<file path="config.mk">
export PLATFORM = sky130hd
export DESIGN_NAME = yuv420_block_to_argb_flat
export DESIGN_NICKNAME = d
export VERILOG_FILES = /design/src/hdl/y2a_pkg.sv /design/src/hdl/y2a_if.sv /design/src/hdl/yuv420_block_to_argb.sv /design/src/hdl/y2a_front.sv /design/src/hdl/y2a_fifo.sv /design/src/hdl/y2a_back.sv /design/src/flat_wrapper.sv
export SDC_FILE = /design/constraint.sdc
export NUM_CORES = 1
export LEC_CHECK = 0
export BUFFER_PORTS_ARGS = -buffer_cell sky130_fd_sc_hd__buf_2
export CAP_MARGIN = 0
export CELL_PAD_IN_SITES_DETAIL_PLACEMENT = 1
export CELL_PAD_IN_SITES_GLOBAL_PLACEMENT = 1
export CORE_MARGIN = 2
export CORE_UTILIZATION = 41
export DETAILED_ROUTE_END_ITERATION = 16
export PLACE_DENSITY_LB_ADDON = 0.1
export SKIP_CTS_REPAIR_TIMING = 1
export SYNTH_ARGS = -nofsm -noshare
export SYNTH_HDL_FRONTEND = slang
export SYNTH_SLANG_ARGS = --single-unit
</file>
<file path="constraint.sdc">
create_clock -name clk_i -period 6.7 [get_ports clk_i]
set_clock_uncertainty 0.05 [all_clocks]
set_input_delay 0.335 -clock clk_i [delete_from_list [all_inputs] [get_ports clk_i]]
set_output_delay 0.335 -clock clk_i [all_outputs]
set_load 0.02 [all_outputs]
</file>
<file path="src/hdl/y2a_pkg.sv">
`timescale 1ns / 1ps
`default_nettype none

package y2a_pkg;

  // Fixed-point format of the chroma weights
  localparam int unsigned COEF_FRAC_BITS = 14;
  localparam int unsigned WGT_W  = COEF_FRAC_BITS + 1;   // largest weight is below 2.0
  localparam int unsigned PROD_W = COEF_FRAC_BITS + 10;  // 8b signed chroma x (WGT_W+1)b signed
  localparam int unsigned TERM_W = 10;                   // truncated chroma term, |term| < 256
  localparam int unsigned CHAN_W = 11;                   // luma plus term before clamping

  // Weights, round half up of w * 2^COEF_FRAC_BITS
  localparam longint unsigned FIX_ONE = 64'(1) << COEF_FRAC_BITS;
  localparam logic [WGT_W-1:0] W_R_C2 = WGT_W'((64'(1772) * FIX_ONE + 64'(500)) / 64'(1000));
  localparam logic [WGT_W-1:0] W_G_C2 = WGT_W'((64'(344) * FIX_ONE + 64'(500)) / 64'(1000));
  localparam logic [WGT_W-1:0] W_G_C1 = WGT_W'((64'(714) * FIX_ONE + 64'(500)) / 64'(1000));
  localparam logic [WGT_W-1:0] W_B_C1 = WGT_W'((64'(1402) * FIX_ONE + 64'(500)) / 64'(1000));

  // Bias added to negative products so the arithmetic shift truncates toward zero
  localparam logic [PROD_W-1:0] TRUNC_BIAS = PROD_W'(FIX_ONE - 64'(1));

  localparam logic [7:0] ALPHA_OPAQUE = 8'hFF;
  localparam logic [7:0] CHAN_MAX     = 8'hFF;

  // Queue between front and back
  localparam int unsigned FIFO_DEPTH = 2;
  localparam int unsigned FIFO_PTR_W = (FIFO_DEPTH > 1) ? $clog2(FIFO_DEPTH) : 1;
  localparam int unsigned FIFO_CNT_W = $clog2(FIFO_DEPTH + 1);

  // One word between front and back: the four lumas and the shared chroma terms
  typedef struct packed {
    logic [7:0]               luma_tl;
    logic [7:0]               luma_tr;
    logic [7:0]               luma_bl;
    logic [7:0]               luma_br;
    logic signed [TERM_W-1:0] dr;
    logic signed [TERM_W-1:0] dg;
    logic signed [TERM_W-1:0] db;
  } term_t;

  // Chroma minus 128 as a signed byte is the sample with its top bit flipped
  function automatic logic signed [7:0] chroma_centered(input logic [7:0] c);
    return signed'({~c[7], c[6:0]});
  endfunction

  // Exact product of a centered chroma sample and an unsigned weight
  function automatic logic signed [PROD_W-1:0] mul_wgt(input logic signed [7:0] c,
                                                      input logic [WGT_W-1:0] w);
    logic signed [PROD_W-1:0] ce;
    logic signed [PROD_W-1:0] we;
    ce = PROD_W'(c);
    we = signed'(PROD_W'(w));
    return ce * we;
  endfunction

  // Drop the fraction, rounding toward zero
  function automatic logic signed [TERM_W-1:0] trunc_term(input logic signed [PROD_W-1:0] p);
    logic signed [PROD_W-1:0] b;
    logic signed [PROD_W-1:0] s;
    b = p[PROD_W-1] ? signed'(TRUNC_BIAS) : '0;
    s = (p + b) >>> COEF_FRAC_BITS;
    return s[TERM_W-1:0];
  endfunction

  // Saturate a channel to 0..255
  function automatic logic [7:0] clamp_u8(input logic signed [CHAN_W-1:0] x);
    logic [7:0] r;
    if (x[CHAN_W-1]) begin
      r = '0;
    end else if (x[CHAN_W-2:8] != '0) begin
      r = CHAN_MAX;
    end else begin
      r = x[7:0];
    end
    return r;
  endfunction

  // One opaque ARGB pixel
  function automatic logic [31:0] make_pixel(input logic [7:0] y,
                                             input logic signed [TERM_W-1:0] dr,
                                             input logic signed [TERM_W-1:0] dg,
                                             input logic signed [TERM_W-1:0] db);
    logic signed [CHAN_W-1:0] ye;
    logic signed [CHAN_W-1:0] r;
    logic signed [CHAN_W-1:0] g;
    logic signed [CHAN_W-1:0] b;
    ye = signed'(CHAN_W'(y));
    r  = ye + CHAN_W'(dr);
    g  = ye - CHAN_W'(dg);
    b  = ye + CHAN_W'(db);
    return {ALPHA_OPAQUE, clamp_u8(r), clamp_u8(g), clamp_u8(b)};
  endfunction

endpackage

`default_nettype wire

</file>
<file path="src/hdl/y2a_if.sv">
`timescale 1ns / 1ps
`default_nettype none

// Input channel: one 2x2 luma block with its chroma pair per word
interface y2a_blk_if;
  logic       valid;
  logic       ready;
  logic [7:0] luma_top_left;
  logic [7:0] luma_top_right;
  logic [7:0] luma_bottom_left;
  logic [7:0] luma_bottom_right;
  logic [7:0] chroma_first;
  logic [7:0] chroma_second;

  modport source (
    output valid, luma_top_left, luma_top_right, luma_bottom_left, luma_bottom_right,
    output chroma_first, chroma_second,
    input  ready
  );
  modport sink (
    input  valid, luma_top_left, luma_top_right, luma_bottom_left, luma_bottom_right,
    input  chroma_first, chroma_second,
    output ready
  );
endinterface

// Output channel: four ARGB8888 pixels per word
interface y2a_pix_if;
  logic        valid;
  logic        ready;
  logic [31:0] pixel_top_left;
  logic [31:0] pixel_top_right;
  logic [31:0] pixel_bottom_left;
  logic [31:0] pixel_bottom_right;

  modport source (
    output valid, pixel_top_left, pixel_top_right, pixel_bottom_left, pixel_bottom_right,
    input  ready
  );
  modport sink (
    input  valid, pixel_top_left, pixel_top_right, pixel_bottom_left, pixel_bottom_right,
    output ready
  );
endinterface

`default_nettype wire

</file>
<file path="src/hdl/yuv420_block_to_argb.sv">
`timescale 1ns / 1ps
`default_nettype none

// 4:2:0 block to ARGB8888 converter.
// Input channel blk_i: one word is a 2x2 luma block plus the chroma pair it
// shares (first and second plane, each offset by 128). Output channel pix_o:
// one word is the four opaque pixels of that block, alpha in bits 31:24, then
// red, green, blue.
// Both channels use valid/ready; a word moves on a clock edge with both high.
// Throughput: one word per clock, sustained while pix_o.ready is high, set by the
// fully pipelined path (product stage, truncation stage, two-entry queue, output register).
// When the receiver holds ready low the output word stays put; the front
// keeps taking words until the queue and both front stages are full, then
// drops blk_i.ready. No word is lost or repeated.
// Reset (rst_ni low, asynchronous) empties the pipeline and the queue; no
// configuration exists and the block is ready right after reset.
module yuv420_block_to_argb (
  input  wire logic clk_i,
  input  wire logic rst_ni,
  y2a_blk_if.sink   blk_i,
  y2a_pix_if.source pix_o
);
  import y2a_pkg::*;

  term_t front_term;
  logic  front_valid;
  logic  front_ready;
  term_t back_term;
  logic  back_valid;
  logic  back_ready;

  y2a_front u_front (
    .clk_i        (clk_i),
    .rst_ni       (rst_ni),
    .blk_i        (blk_i),
    .term_o       (front_term),
    .term_valid_o (front_valid),
    .term_ready_i (front_ready)
  );

  y2a_fifo u_fifo (
    .clk_i      (clk_i),
    .rst_ni     (rst_ni),
    .wr_data_i  (front_term),
    .wr_valid_i (front_valid),
    .wr_ready_o (front_ready),
    .rd_data_o  (back_term),
    .rd_valid_o (back_valid),
    .rd_ready_i (back_ready)
  );

  y2a_back u_back (
    .clk_i        (clk_i),
    .rst_ni       (rst_ni),
    .term_i       (back_term),
    .term_valid_i (back_valid),
    .term_ready_o (back_ready),
    .pix_o        (pix_o)
  );

endmodule

`default_nettype wire

</file>
<file path="src/hdl/y2a_front.sv">
`timescale 1ns / 1ps
`default_nettype none

module y2a_front (
  input  wire logic          clk_i,
  input  wire logic          rst_ni,
  y2a_blk_if.sink            blk_i,
  output y2a_pkg::term_t     term_o,
  output logic               term_valid_o,
  input  wire logic          term_ready_i
);
  import y2a_pkg::*;

  // Stage 1: products
  logic                     s1_valid_q;
  logic                     s1_ready;
  logic [7:0]               s1_luma_q [4];
  logic signed [PROD_W-1:0] prod_r_q;
  logic signed [PROD_W-1:0] prod_gc2_q;
  logic signed [PROD_W-1:0] prod_gc1_q;
  logic signed [PROD_W-1:0] prod_b_q;
  logic signed [7:0]        c1;
  logic signed [7:0]        c2;

  // Stage 2: truncated terms
  logic                     s2_valid_q;
  logic                     s2_ready;
  term_t                    term_q;
  logic signed [PROD_W-1:0] gsum;

  assign s2_ready    = !s2_valid_q || term_ready_i;
  assign s1_ready    = !s1_valid_q || s2_ready;
  assign blk_i.ready = s1_ready;

  assign c1 = chroma_centered(blk_i.chroma_first);
  assign c2 = chroma_centered(blk_i.chroma_second);

  always_ff @(posedge clk_i or negedge rst_ni) begin
    if (!rst_ni) begin
      s1_valid_q <= 1'b0;
    end else if (s1_ready) begin
      s1_valid_q <= blk_i.valid;
    end
  end

  always_ff @(posedge clk_i) begin
    if (s1_ready && blk_i.valid) begin
      s1_luma_q[0] <= blk_i.luma_top_left;
      s1_luma_q[1] <= blk_i.luma_top_right;
      s1_luma_q[2] <= blk_i.luma_bottom_left;
      s1_luma_q[3] <= blk_i.luma_bottom_right;
      prod_r_q     <= mul_wgt(c2, W_R_C2);
      prod_gc2_q   <= mul_wgt(c2, W_G_C2);
      prod_gc1_q   <= mul_wgt(c1, W_G_C1);
      prod_b_q     <= mul_wgt(c1, W_B_C1);
    end
  end

  // Green terms are summed exactly, then truncated once
  assign gsum = prod_gc2_q + prod_gc1_q;

  always_ff @(posedge clk_i or negedge rst_ni) begin
    if (!rst_ni) begin
      s2_valid_q <= 1'b0;
    end else if (s2_ready) begin
      s2_valid_q <= s1_valid_q;
    end
  end

  always_ff @(posedge clk_i) begin
    if (s2_ready && s1_valid_q) begin
      term_q.luma_tl <= s1_luma_q[0];
      term_q.luma_tr <= s1_luma_q[1];
      term_q.luma_bl <= s1_luma_q[2];
      term_q.luma_br <= s1_luma_q[3];
      term_q.dr      <= trunc_term(prod_r_q);
      term_q.dg      <= trunc_term(gsum);
      term_q.db      <= trunc_term(prod_b_q);
    end
  end

  assign term_o       = term_q;
  assign term_valid_o = s2_valid_q;

endmodule

`default_nettype wire

</file>
<file path="src/hdl/y2a_fifo.sv">
`timescale 1ns / 1ps
`default_nettype none

module y2a_fifo (
  input  wire logic          clk_i,
  input  wire logic          rst_ni,
  input  wire y2a_pkg::term_t wr_data_i,
  input  wire logic          wr_valid_i,
  output logic               wr_ready_o,
  output y2a_pkg::term_t     rd_data_o,
  output logic               rd_valid_o,
  input  wire logic          rd_ready_i
);
  import y2a_pkg::*;

  term_t                 mem_q [FIFO_DEPTH];
  logic [FIFO_PTR_W-1:0] wr_ptr_q, wr_ptr_d;
  logic [FIFO_PTR_W-1:0] rd_ptr_q, rd_ptr_d;
  logic [FIFO_CNT_W-1:0] cnt_q, cnt_d;
  logic                  push;
  logic                  pop;

  assign wr_ready_o = (cnt_q != FIFO_CNT_W'(FIFO_DEPTH));
  assign rd_valid_o = (cnt_q != '0);
  assign rd_data_o  = mem_q[rd_ptr_q];
  assign push       = wr_valid_i && wr_ready_o;
  assign pop        = rd_valid_o && rd_ready_i;

  // Pointer and fill count update
  always_comb begin
    wr_ptr_d = wr_ptr_q;
    rd_ptr_d = rd_ptr_q;
    cnt_d    = cnt_q;
    if (push) begin
      wr_ptr_d = (wr_ptr_q == FIFO_PTR_W'(FIFO_DEPTH - 1)) ? '0 : wr_ptr_q + 1'b1;
    end
    if (pop) begin
      rd_ptr_d = (rd_ptr_q == FIFO_PTR_W'(FIFO_DEPTH - 1)) ? '0 : rd_ptr_q + 1'b1;
    end
    if (push && !pop) begin
      cnt_d = cnt_q + 1'b1;
    end else if (pop && !push) begin
      cnt_d = cnt_q - 1'b1;
    end
  end

  always_ff @(posedge clk_i or negedge rst_ni) begin
    if (!rst_ni) begin
      wr_ptr_q <= '0;
      rd_ptr_q <= '0;
      cnt_q    <= '0;
    end else begin
      wr_ptr_q <= wr_ptr_d;
      rd_ptr_q <= rd_ptr_d;
      cnt_q    <= cnt_d;
    end
  end

  always_ff @(posedge clk_i) begin
    if (push) begin
      mem_q[wr_ptr_q] <= wr_data_i;
    end
  end

  // Checks
  a_cnt_bound: assert property (@(posedge clk_i) disable iff (!rst_ni)
    cnt_q <= FIFO_CNT_W'(FIFO_DEPTH))
    else $error("fifo count beyond depth");

  a_cnt_inc: assert property (@(posedge clk_i) disable iff (!rst_ni)
    (push && !pop) |=> (cnt_q == $past(cnt_q) + 1'b1))
    else $error("fifo count missed a push");

  a_cnt_dec: assert property (@(posedge clk_i) disable iff (!rst_ni)
    (pop && !push) |=> (cnt_q == $past(cnt_q) - 1'b1))
    else $error("fifo count missed a pop");

  a_ptr_gap: assert property (@(posedge clk_i) disable iff (!rst_ni)
    (cnt_q == '0 || cnt_q == FIFO_CNT_W'(FIFO_DEPTH)) |-> (wr_ptr_q == rd_ptr_q))
    else $error("fifo pointers disagree with count");

endmodule

`default_nettype wire

</file>
<file path="src/hdl/y2a_back.sv">
`timescale 1ns / 1ps
`default_nettype none

module y2a_back (
  input  wire logic           clk_i,
  input  wire logic           rst_ni,
  input  wire y2a_pkg::term_t term_i,
  input  wire logic           term_valid_i,
  output logic                term_ready_o,
  y2a_pix_if.source           pix_o
);
  import y2a_pkg::*;

  logic        out_valid_q;
  logic        load;
  logic [31:0] pix_q [4];

  assign term_ready_o = !out_valid_q || pix_o.ready;
  assign load         = term_valid_i && term_ready_o;

  always_ff @(posedge clk_i or negedge rst_ni) begin
    if (!rst_ni) begin
      out_valid_q <= 1'b0;
    end else if (term_ready_o) begin
      out_valid_q <= term_valid_i;
    end
  end

  // Add luma, clamp, pack
  always_ff @(posedge clk_i) begin
    if (load) begin
      pix_q[0] <= make_pixel(term_i.luma_tl, term_i.dr, term_i.dg, term_i.db);
      pix_q[1] <= make_pixel(term_i.luma_tr, term_i.dr, term_i.dg, term_i.db);
      pix_q[2] <= make_pixel(term_i.luma_bl, term_i.dr, term_i.dg, term_i.db);
      pix_q[3] <= make_pixel(term_i.luma_br, term_i.dr, term_i.dg, term_i.db);
    end
  end

  assign pix_o.valid              = out_valid_q;
  assign pix_o.pixel_top_left     = pix_q[0];
  assign pix_o.pixel_top_right    = pix_q[1];
  assign pix_o.pixel_bottom_left  = pix_q[2];
  assign pix_o.pixel_bottom_right = pix_q[3];

endmodule

`default_nettype wire

</file>
<file path="src/flat_wrapper.sv">
// flat-port wrapper written by rule: the top's interface ports become plain ports
module yuv420_block_to_argb_flat import y2a_pkg::*;
  (clk_i, rst_ni, blk_i_valid, blk_i_luma_top_left, blk_i_luma_top_right, blk_i_luma_bottom_left, blk_i_luma_bottom_right, blk_i_chroma_first, blk_i_chroma_second, blk_i_ready, pix_o_valid, pix_o_pixel_top_left, pix_o_pixel_top_right, pix_o_pixel_bottom_left, pix_o_pixel_bottom_right, pix_o_ready);
  y2a_blk_if blk_i_i ();
  y2a_pix_if pix_o_i ();
  input  wire logic clk_i;
  input  wire logic rst_ni;
  input wire logic [$bits(blk_i_i.valid)-1:0] blk_i_valid;
  input wire logic [$bits(blk_i_i.luma_top_left)-1:0] blk_i_luma_top_left;
  input wire logic [$bits(blk_i_i.luma_top_right)-1:0] blk_i_luma_top_right;
  input wire logic [$bits(blk_i_i.luma_bottom_left)-1:0] blk_i_luma_bottom_left;
  input wire logic [$bits(blk_i_i.luma_bottom_right)-1:0] blk_i_luma_bottom_right;
  input wire logic [$bits(blk_i_i.chroma_first)-1:0] blk_i_chroma_first;
  input wire logic [$bits(blk_i_i.chroma_second)-1:0] blk_i_chroma_second;
  output wire logic [$bits(blk_i_i.ready)-1:0] blk_i_ready;
  output wire logic [$bits(pix_o_i.valid)-1:0] pix_o_valid;
  output wire logic [$bits(pix_o_i.pixel_top_left)-1:0] pix_o_pixel_top_left;
  output wire logic [$bits(pix_o_i.pixel_top_right)-1:0] pix_o_pixel_top_right;
  output wire logic [$bits(pix_o_i.pixel_bottom_left)-1:0] pix_o_pixel_bottom_left;
  output wire logic [$bits(pix_o_i.pixel_bottom_right)-1:0] pix_o_pixel_bottom_right;
  input wire logic [$bits(pix_o_i.ready)-1:0] pix_o_ready;
  assign blk_i_i.valid = blk_i_valid;
  assign blk_i_i.luma_top_left = blk_i_luma_top_left;
  assign blk_i_i.luma_top_right = blk_i_luma_top_right;
  assign blk_i_i.luma_bottom_left = blk_i_luma_bottom_left;
  assign blk_i_i.luma_bottom_right = blk_i_luma_bottom_right;
  assign blk_i_i.chroma_first = blk_i_chroma_first;
  assign blk_i_i.chroma_second = blk_i_chroma_second;
  assign blk_i_ready = blk_i_i.ready;
  assign pix_o_valid = pix_o_i.valid;
  assign pix_o_pixel_top_left = pix_o_i.pixel_top_left;
  assign pix_o_pixel_top_right = pix_o_i.pixel_top_right;
  assign pix_o_pixel_bottom_left = pix_o_i.pixel_bottom_left;
  assign pix_o_pixel_bottom_right = pix_o_i.pixel_bottom_right;
  assign pix_o_i.ready = pix_o_ready;
  yuv420_block_to_argb u_core (.clk_i(clk_i), .rst_ni(rst_ni), .blk_i(blk_i_i), .pix_o(pix_o_i));
endmodule
</file>
==> results of run 1 <==
-- kinds of logic (layout without fill, tap and decap cells) --
kind of cell,after synthesis,in the layout,synth area share (%)
mux,67,67,2.79
flops,403,403,46.5
fa+ha+maj,407,407,22.4
simple gates,334,334,6.70
xor+xnor,146,146,4.92
other cells,1,32,0.0144
compound gates,459,459,11.3
buf+inv,342,574,5.44
-- layout make-up --
cell class / count / area, um2 / area share (%)
Clock inverter: 21 / 315 / 1.06
Multi-Input combinational cell: 1445 / 12600 / 42.6
Tap cell: 846 / 1060 / 3.57
Sequential cell: 403 / 12100 / 40.7
Timing Repair Buffer: 199 / 1220 / 4.10
Inverter: 294 / 1100 / 3.73
Clock buffer: 60 / 1250 / 4.23
-- routing by layer --
metal	vias up	global-route usage [%]	share of wire, %
li1	8111	-	-
met1	8184	25.1	44
met2	228	35.0	49
met3	90	2.55	3.0
met4	0	6.58	3.3
met5	-	0	0
-- layout by cell type, fill, tap and decap left out, types with 8 or more instances in the layout --
cell	instances
edfxtp_1	396
a211oi_1	8
or2_2	10
or3_1	13
conb_1	32
and3_1	10
fa_1	96
nor2_1	69
nand3_1	30
a21oi_1	141
a21o_1	55
inv_1	293
mux2_2	44
nor3_1	26
ha_1	311
dlygate4sd3_1	38
buf_2	149
nand2b_1	32
o21bai_1	17
o21ai_1	10
xor2_1	50
mux2i_1	23
xnor2_1	96
clkbuf_1	9
a31oi_1	9
nand2_1	64
buf_4	12
a21boi_0	17
clkbuf_16	46
o21ai_0	92
nor2b_1	38
o21a_1	45
-- final timing paths --
path | to | slack, ps | cells past startpoint
worst min register to register | u_core.u_front.term_o[53] | 370 | 0
max in group asynchronous | u_core.u_fifo.rd_ptr_q | 6330 | 2
worst min-delay path | u_core.u_front.prod_gc2_q[2] | 40 | 1
min in group asynchronous | u_core.u_fifo.cnt_q[1] | 90 | 2
worst max register to register | u_core.u_back.pix_q[2][14] | 1610 | 13
worst max-delay path | u_core.u_back.pix_q[2][14] | 1610 | 13
-- flip-flops by register name (all words and copies together), names as in the netlist --
signal / count
u_core.u_front.prod_b_q: 23
u_core.u_fifo.cnt_q: 2
u_core.u_front.term_valid_o: 1
u_core.u_fifo.mem_q: 124
u_core.u_front.prod_r_q: 19
u_core.u_fifo.wr_ptr_q: 1
u_core.u_front.term_o: 62
u_core.u_fifo.rd_ptr_q: 1
u_core.u_front.s1_luma_q: 32
u_core.u_back.pix_q: 96
u_core.u_back.pix_o.valid: 1
u_core.u_front.prod_gc2_q: 20
u_core.u_front.s1_valid_q: 1
u_core.u_front.prod_gc1_q: 20
-- metrics by stage --
stage	hold slack [ps]	setup WS (ps)
3_5_place_dp	134	1200
5_1_grt	23.3	1350
6_report	44.4	1610
2_1_floorplan	-10.6	1740
4_1_cts	-490	1610
3_3_place_gp	131	1270
==> results.yml, run 1 <==
critical_path:
  path_max_fanout: 14
  cp.arrival_ps: 5300
  cp-end-kind: "flip-flop"
  slowest_delay_ps: 800
  crit_required_ps: 6910
  worst_path_max_delay_cell: "mux2i_1"
  crit_type: "flip-flop to flip-flop"
  critPathLaunch: "u_core.u_fifo.rd_ptr_q"
  critPathTopFamily: "compound AO/OA/AOI/OAI gates"
  startpoint_type: "flip-flop"
  cp_num_buf_inv: 1
  worstPathCellList: "mux2i_1, inv_1, fa_1, nor2b_1, o21ai_0, a21oi_1, o21ai_0, a21oi_1, o21ai_0, or2_2, o21a_1, o31ai_2, a21oi_1"
  reg2reg_from: "u_core.u_fifo.rd_ptr_q"
clocking:
  cts_tree: "yes"
  cts.clk_slew.worst_paths_ps: 60
  cts_buffer_depth: 3
  cts.sinks: 403
  htree_levels: 2
  cts_made_buffers: 45
  root_buffer: "clkbuf_16"
  insertion_delay_ps: 570
yosys:
  ys_seq_area_share_pct: 46.5
  synth_ff_type: "edfxtp_1"
  synth.most_common_cell: "edfxtp_1"
  syn_area_per_cell_um2: 12.0
  yosys.cell_types.count: 77
  synth_area_leaders: "edfxtp_1 (46%), ha_1 (15%), fa_1 (7.4%)"
  synth_top_area_cell: "edfxtp_1"
  syn-cell-area_um2: 26000
  yosys_register_bits: 403
  async_reset_ff_share_pct: 1.74
  yosysWarnings: 0
  synth_common_cells: "edfxtp_1 (396), ha_1 (311), inv_1 (294), a21oi_1 (141)"
  synth-edff-count: 396
  yosysTopAreaCellShare_pct: 45.8
  synth_cells: 2159
floorplanning:
  die_w_um: 256
  die_area_um2: 65400
  num_rows: 92
  num_io_pins: 182
  start_util_pct: 41.3
  core_area_um2: 62900
  die_h_um: 256
final_layout:
  finalNetCount: 2847
  stdcell_area_um2: 29600
  diodes: 0
  nFillCells: 6667
  layout-drive-gt1-share_pct: 12.9
  final_util_pct: 47.1
  fin_cells: 3268
  area_growth_pct: 14.1
drt:
  ant_nets: 0
  vias: 16600
  via_per_inst: 5.08
  post-route-drc-count: 0
  drtIter0Drc: 690
  avgRoutedWirePerCell_um: 19.7
  wirelength_um: 64400
  first_pass_iters: 5
placement:
  placed_cells: 3149
  port-buffer-count: 149
  placed_area_um2: 27700
  finalWeightedCongestion: 0.864
  hpwlAfterDp_um: 50600
worst_hold_path:
  worstHoldStart: "blk_i_chroma_second[0]"
  hp-class: "input port to flip-flop"
timing:
  hold_violations: 0
  slew_viol_final: 0
  finalSetupViolations: 0
  post-route-min-period_ps: 5090
  max-slew-margin-rel_pct: 34.7
  period_share_pct: 75.9
  fin_tns_setup_ps: 0
  worst_pin_slew_ps: 952
  fmax_ghz: 0.197
  rsz0062_at_grt: "false"
grt:
  grt_pass1_vias: 18000
  grt_use_total_pct: 19.8
  grt_start_max_net_pins: 63
  grt_pass1_wl_um: 102000
  antenna_found_initial: 0
  grt-ovfl-total: 0
flow_run:
  cap_violations: 0
run_status:
  status: "complete, no violations"
Power of run 1 is not shown: default switching activity piles up to over one toggle a cycle in this logic, so the estimate is an artifact.
==> run 2: changes to the inputs <==
clock period = 4.49 ns   (was 6.7 ns; I/O delays follow)
==> results.yml, run 2 (same netlist as run 1, synthesis figures left out) <==
run_status:
  status: "complete, no violations"
critical_path:
  startpoint_type: "flip-flop"
  slowest_delay_ps: 580
  worstPathCellList: "buf_4, mux2_2, ha_1, inv_1, fa_1, nor2b_1, o21ai_0, a21oi_1, o21ai_0, a21boi_0, o21ai_0, nor2b_1, or4_1, o311ai_2, a21oi_1"
  cp.arrival_ps: 4420
  crit_type: "flip-flop to flip-flop"
  r2r_slack_ps: 310
  path_max_fanout: 11
  worst_path_max_delay_cell: "dfrtp_4"
  critPathMostFrequentCell: "o21ai_0"
  reg2reg_from: "u_core.u_fifo.rd_ptr_q"
  cp_num_buf_inv: 2
  worstRegToRegCells: 15
  critPathTopFamily: "compound AO/OA/AOI/OAI gates"
  crit_required_ps: 4730
  reg2reg_to: "u_core.u_back.pix_q[1][4]"
  cp-end-kind: "flip-flop"
final_layout:
  mostFrequentLayoutCell: "edfxtp_1"
  final_cell_mix: "edfxtp_1 (396), ha_1 (311), inv_1 (293)"
  stdcell_area_um2: 30500
  layout-drive-gt1-share_pct: 16.8
  finalNetCount: 2963
  area_growth_pct: 17.3
  regMostFlops: "u_core.u_fifo.mem_q"
  diodes: 0
  largest_reg_flops: 124
timing:
  worst_pin_slew_ps: 1020
  slew_viol_final: 0
  period_share_pct: 93.2
  rsz0062_at_grt: "false"
  finalSetupViolations: 0
  hold_ws_ps: 26.4
  max-slew-margin-rel_pct: 32.3
  hold_violations: 0
  post-route-min-period_ps: 4180
  fmax_ghz: 0.239
floorplanning:
  num_rows: 92
  die_w_um: 256
  die_h_um: 256
  start_util_pct: 41.3
  core_area_um2: 62900
  die_area_um2: 65400
  num_io_pins: 182
clocking:
  cts.sinks: 403
  cts_buffer_depth: 3
  htree_levels: 2
  cts_made_buffers: 45
  root_buffer: "clkbuf_16"
  insertion_delay_ps: 580
  cts.clk_slew.worst_paths_ps: 60
  cts_tree: "yes"
worst_hold_path:
  worstHoldStart: "blk_i_chroma_first[0]"
  hp-class: "input port to flip-flop"
  hold_path_depth: 2
  hold_path_end: "u_core.u_front.prod_b_q[1]"
grt:
  grt-ovfl-total: 0
  grt_start_max_net_pins: 73
  grt_pass1_vias: 18200
  grt_pass1_wl_um: 102000
  grt_use_total_pct: 20.0
  antenna_found_initial: 0
drt:
  first_pass_iters: 5
  via_per_inst: 5.06
  wirelength_um: 66000
  drtIter0Drc: 633
  avgRoutedWirePerCell_um: 19.5
  post-route-drc-count: 0
  ant_nets: 0
  vias: 17100
placement:
  finalWeightedCongestion: 0.880
  placed_area_um2: 28600
  port-buffer-count: 149
  hpwlAfterDp_um: 52300
flow_run:
  cap_violations: 0
run 2: changes by cell type in the layout (fill, tap and decap cells not counted), moves of 2 or more:
cell / delta
dlygate4sd3_1: +6
bufinv_16: -3
mux2i_2: +4
clkinv_1: +5
buf_4: +108
clkbuf_1: +3
inv_6: +5
buf_12: +2
mux2i_1: -5
clkbuf_8: -5
run 2: worst max-delay path by stage:
| stage | slack [ps] | cells after the start | startpoint | endpoint |
|---|---|---|---|---|
| after floorplan | 10 | 17 | blk_i_chroma_first[5] | u_core.u_front.prod_gc1_q[20] |
| after global placement | -310 | 18 | blk_i_chroma_first[5] | u_core.u_front.prod_gc1_q[20] |
| after detailed placement | -330 | 20 | blk_i_chroma_first[2] | u_core.u_front.prod_b_q[21] |
| after CTS | 160 | 14 | u_core.u_fifo.rd_ptr_q | u_core.u_back.pix_q[2][0] |
| after global routing | 4 | 14 | u_core.u_fifo.rd_ptr_q | u_core.u_back.pix_q[1][18] |
| final | 310 | 15 | u_core.u_fifo.rd_ptr_q | u_core.u_back.pix_q[1][4] |
run 2: layout make-up:
class | instances | area [um2]
fill | 6734 | 32400
clock buffer | 57 | 1170
sequential | 403 | 12100
clock inverter | 26 | 264
tap | 846 | 1060
timing repair buffer | 315 | 2130
multi-input combinational | 1445 | 12700
inverter | 294 | 1100
run 2: stage by stage:
step / worst slack [ps] / cells / utilization [%] / setup TNS, ps
after floorplan: 14.0 / 2190 / - / 0
after global placement: -309 / 3259 / 45.4 / -1740
after detailed placement: -334 / 3259 / 45.4 / -2690
after CTS: 157 / 3342 / 47.7 / 0
after global routing: 3.76 / 3386 / 48.5 / 0
final: 305 / 3386 / 48.5 / 0
run 2: layer usage:
layer	track usage [%]	share of wire (%)
met1	25.1	44
met2	35.9	51
met3	2.64	3.0
met4	5.56	2.6
met5	0	0
Power of run 2 is left out for the same reason.
==> run 3: changes to the inputs <==
ABC_AREA = 1   (was unset)
==> results.yml, run 3 <==
clocking:
  cts.clk_slew.worst_paths_ps: 60
  cts_buffer_depth: 3
  root_buffer: "clkbuf_16"
  htree_levels: 2
  cts.sinks: 403
  cts_made_buffers: 45
  insertion_delay_ps: 580
  cts_tree: "yes"
worst_hold_path:
  hp-class: "input port to flip-flop"
critical_path:
  crit_type: "input port to flip-flop"
  cp.arrival_ps: 4430
  cp-end-kind: "flip-flop"
  crit_required_ps: 4730
  startpoint_type: "input port"
  path_max_fanout: 3
yosys:
  yosysWarnings: 0
  synth_area_leaders: "edfxtp_1 (44%), ha_1 (14%), fa_1 (7.1%)"
  synth_top_area_cell: "edfxtp_1"
  synth_ff_type: "edfxtp_1"
  ys_seq_area_share_pct: 44.6
  yosysTopAreaCellShare_pct: 43.9
  synth.most_common_cell: "inv_1"
  synth-edff-count: 396
  yosys.cell_types.count: 57
  synth_common_cells: "inv_1 (464), nand2_1 (456), edfxtp_1 (396), ha_1 (311), a21oi_1 (166)"
  async_reset_ff_share_pct: 1.74
  syn-cell-area_um2: 27100
  yosys_register_bits: 403
  synth_cells: 2648
  syn_area_per_cell_um2: 10.2
timing:
  slew_viol_final: 0
  rsz0062_at_grt: "false"
  hold_ws_ps: 18.8
  hold_violations: 0
  period_share_pct: 93.4
  finalSetupViolations: 0
  post-route-min-period_ps: 4190
  worst_pin_slew_ps: 891
  fmax_ghz: 0.239
  max-slew-margin-rel_pct: 40.6
placement:
  port-buffer-count: 149
  finalWeightedCongestion: 0.884
  hpwlAfterDp_um: 56500
final_layout:
  multi_input_area_um2: 13100
  finalNetCount: 3411
  seq_area_um2: 12100
  largest_reg_flops: 124
  final_util_pct: 47.7
  area_growth_pct: 15.6
  layout-drive-gt1-share_pct: 13.1
  nFillCells: 7412
  diodes: 0
  final_cell_mix: "inv_1 (462), nand2_1 (456), edfxtp_1 (396)"
  regMostFlops: "u_core.u_fifo.mem_q"
  mostFrequentLayoutCell: "inv_1"
floorplanning:
  die_w_um: 261
  num_io_pins: 182
  core_area_um2: 65600
  num_rows: 94
  die_area_um2: 68100
  start_util_pct: 41.3
  die_h_um: 261
drt:
  wirelength_um: 69100
  drtIter0Drc: 717
  first_pass_iters: 4
  via_per_inst: 4.86
  post-route-drc-count: 0
  avgRoutedWirePerCell_um: 18.0
  ant_nets: 0
  vias: 18700
grt:
  grt_pass1_vias: 20000
  antenna_found_initial: 1
  grt_use_total_pct: 20.3
  grt_start_max_net_pins: 90
  grt-ovfl-total: 0
  grt_pass1_wl_um: 107000
flow_run:
  cap_violations: 0
run_status:
  status: "complete, no violations"
## run 3: kinds of logic after synthesis
| group | Yosys count | synth area share, % |
|---|---|---|
| buffers and inverters | 518 | 7.68 |
| xor gates and xnor gates | 157 | 5.08 |
| and+or+nand+nor | 753 | 12.3 |
| adders and majority gates | 407 | 21.5 |
| DFF | 403 | 44.6 |
| other | 1 | 0.0138 |
| AOI/OAI and AO/OA | 403 | 8.63 |
| muxes | 6 | 0.222 |
## run 3: routing by layer
metal	global-route usage [%]	routed length, um
met3	2.23	1660
met2	37.4	35600
met1	24.6	29500
met5	0	0
met4	6.87	2330
## run 3: critical path: stages
cell	delay (ps)
buf_2	100
inv_1	90
fa_1	450
inv_1	170
fa_1	520
fa_1	570
inv_1	60
fa_1	500
inv_1	40
ha_1	310
a21oi_1	120
a21boi_0	310
o21bai_1	100
a21oi_1	160
o21ai_0	150
a21boi_1	200
o21ai_0	170
xor2_1	180
## run 3: final timing paths
check	startpoint	end	slack (ps)	depth (start not counted)
setup / recovery	blk_i_chroma_first[5]	u_core.u_front.prod_gc1_q[20]	300	18
hold / removal	blk_i_chroma_second[7]	u_core.u_front.prod_gc2_q[20]	20	2
setup reg to reg	u_core.u_fifo.rd_ptr_q	u_core.u_back.pix_q[3][18]	340	17
hold reg to reg	u_core.u_front.s1_luma_q[0][4]	u_core.u_front.term_o[58]	360	0
max in group asynchronous	rst_ni	u_core.u_fifo.rd_ptr_q	3560	3
min in group asynchronous	rst_ni	u_core.u_fifo.cnt_q[0]	560	3
## run 3: final cells by class
class / instances / area share, %
clock buffers: 56 / 3.73
flip-flops and latches: 403 / 38.6
inverters: 472 / 5.67
multi-input cells: 1758 / 41.8
repair buffers: 272 / 5.80
well taps: 864 / 3.45
clock inverters: 27 / 1.01
## run 3: stage by stage
| step | TNS [ps] | std cells | setup slack [ps] | instance area, um2 |
|---|---|---|---|---|
| after floorplan | 0 | 2679 | 17.5 | 27200 |
| after global placement | -363 | 3725 | -114 | 29400 |
| after detailed placement | -1600 | 3725 | -320 | 29400 |
| after CTS | 0 | 3808 | 275 | 30900 |
| after global routing | 0 | 3852 | 25.6 | 31300 |
| final | 0 | 3852 | 298 | 31300 |
Power of run 3 is left out for the same reason.
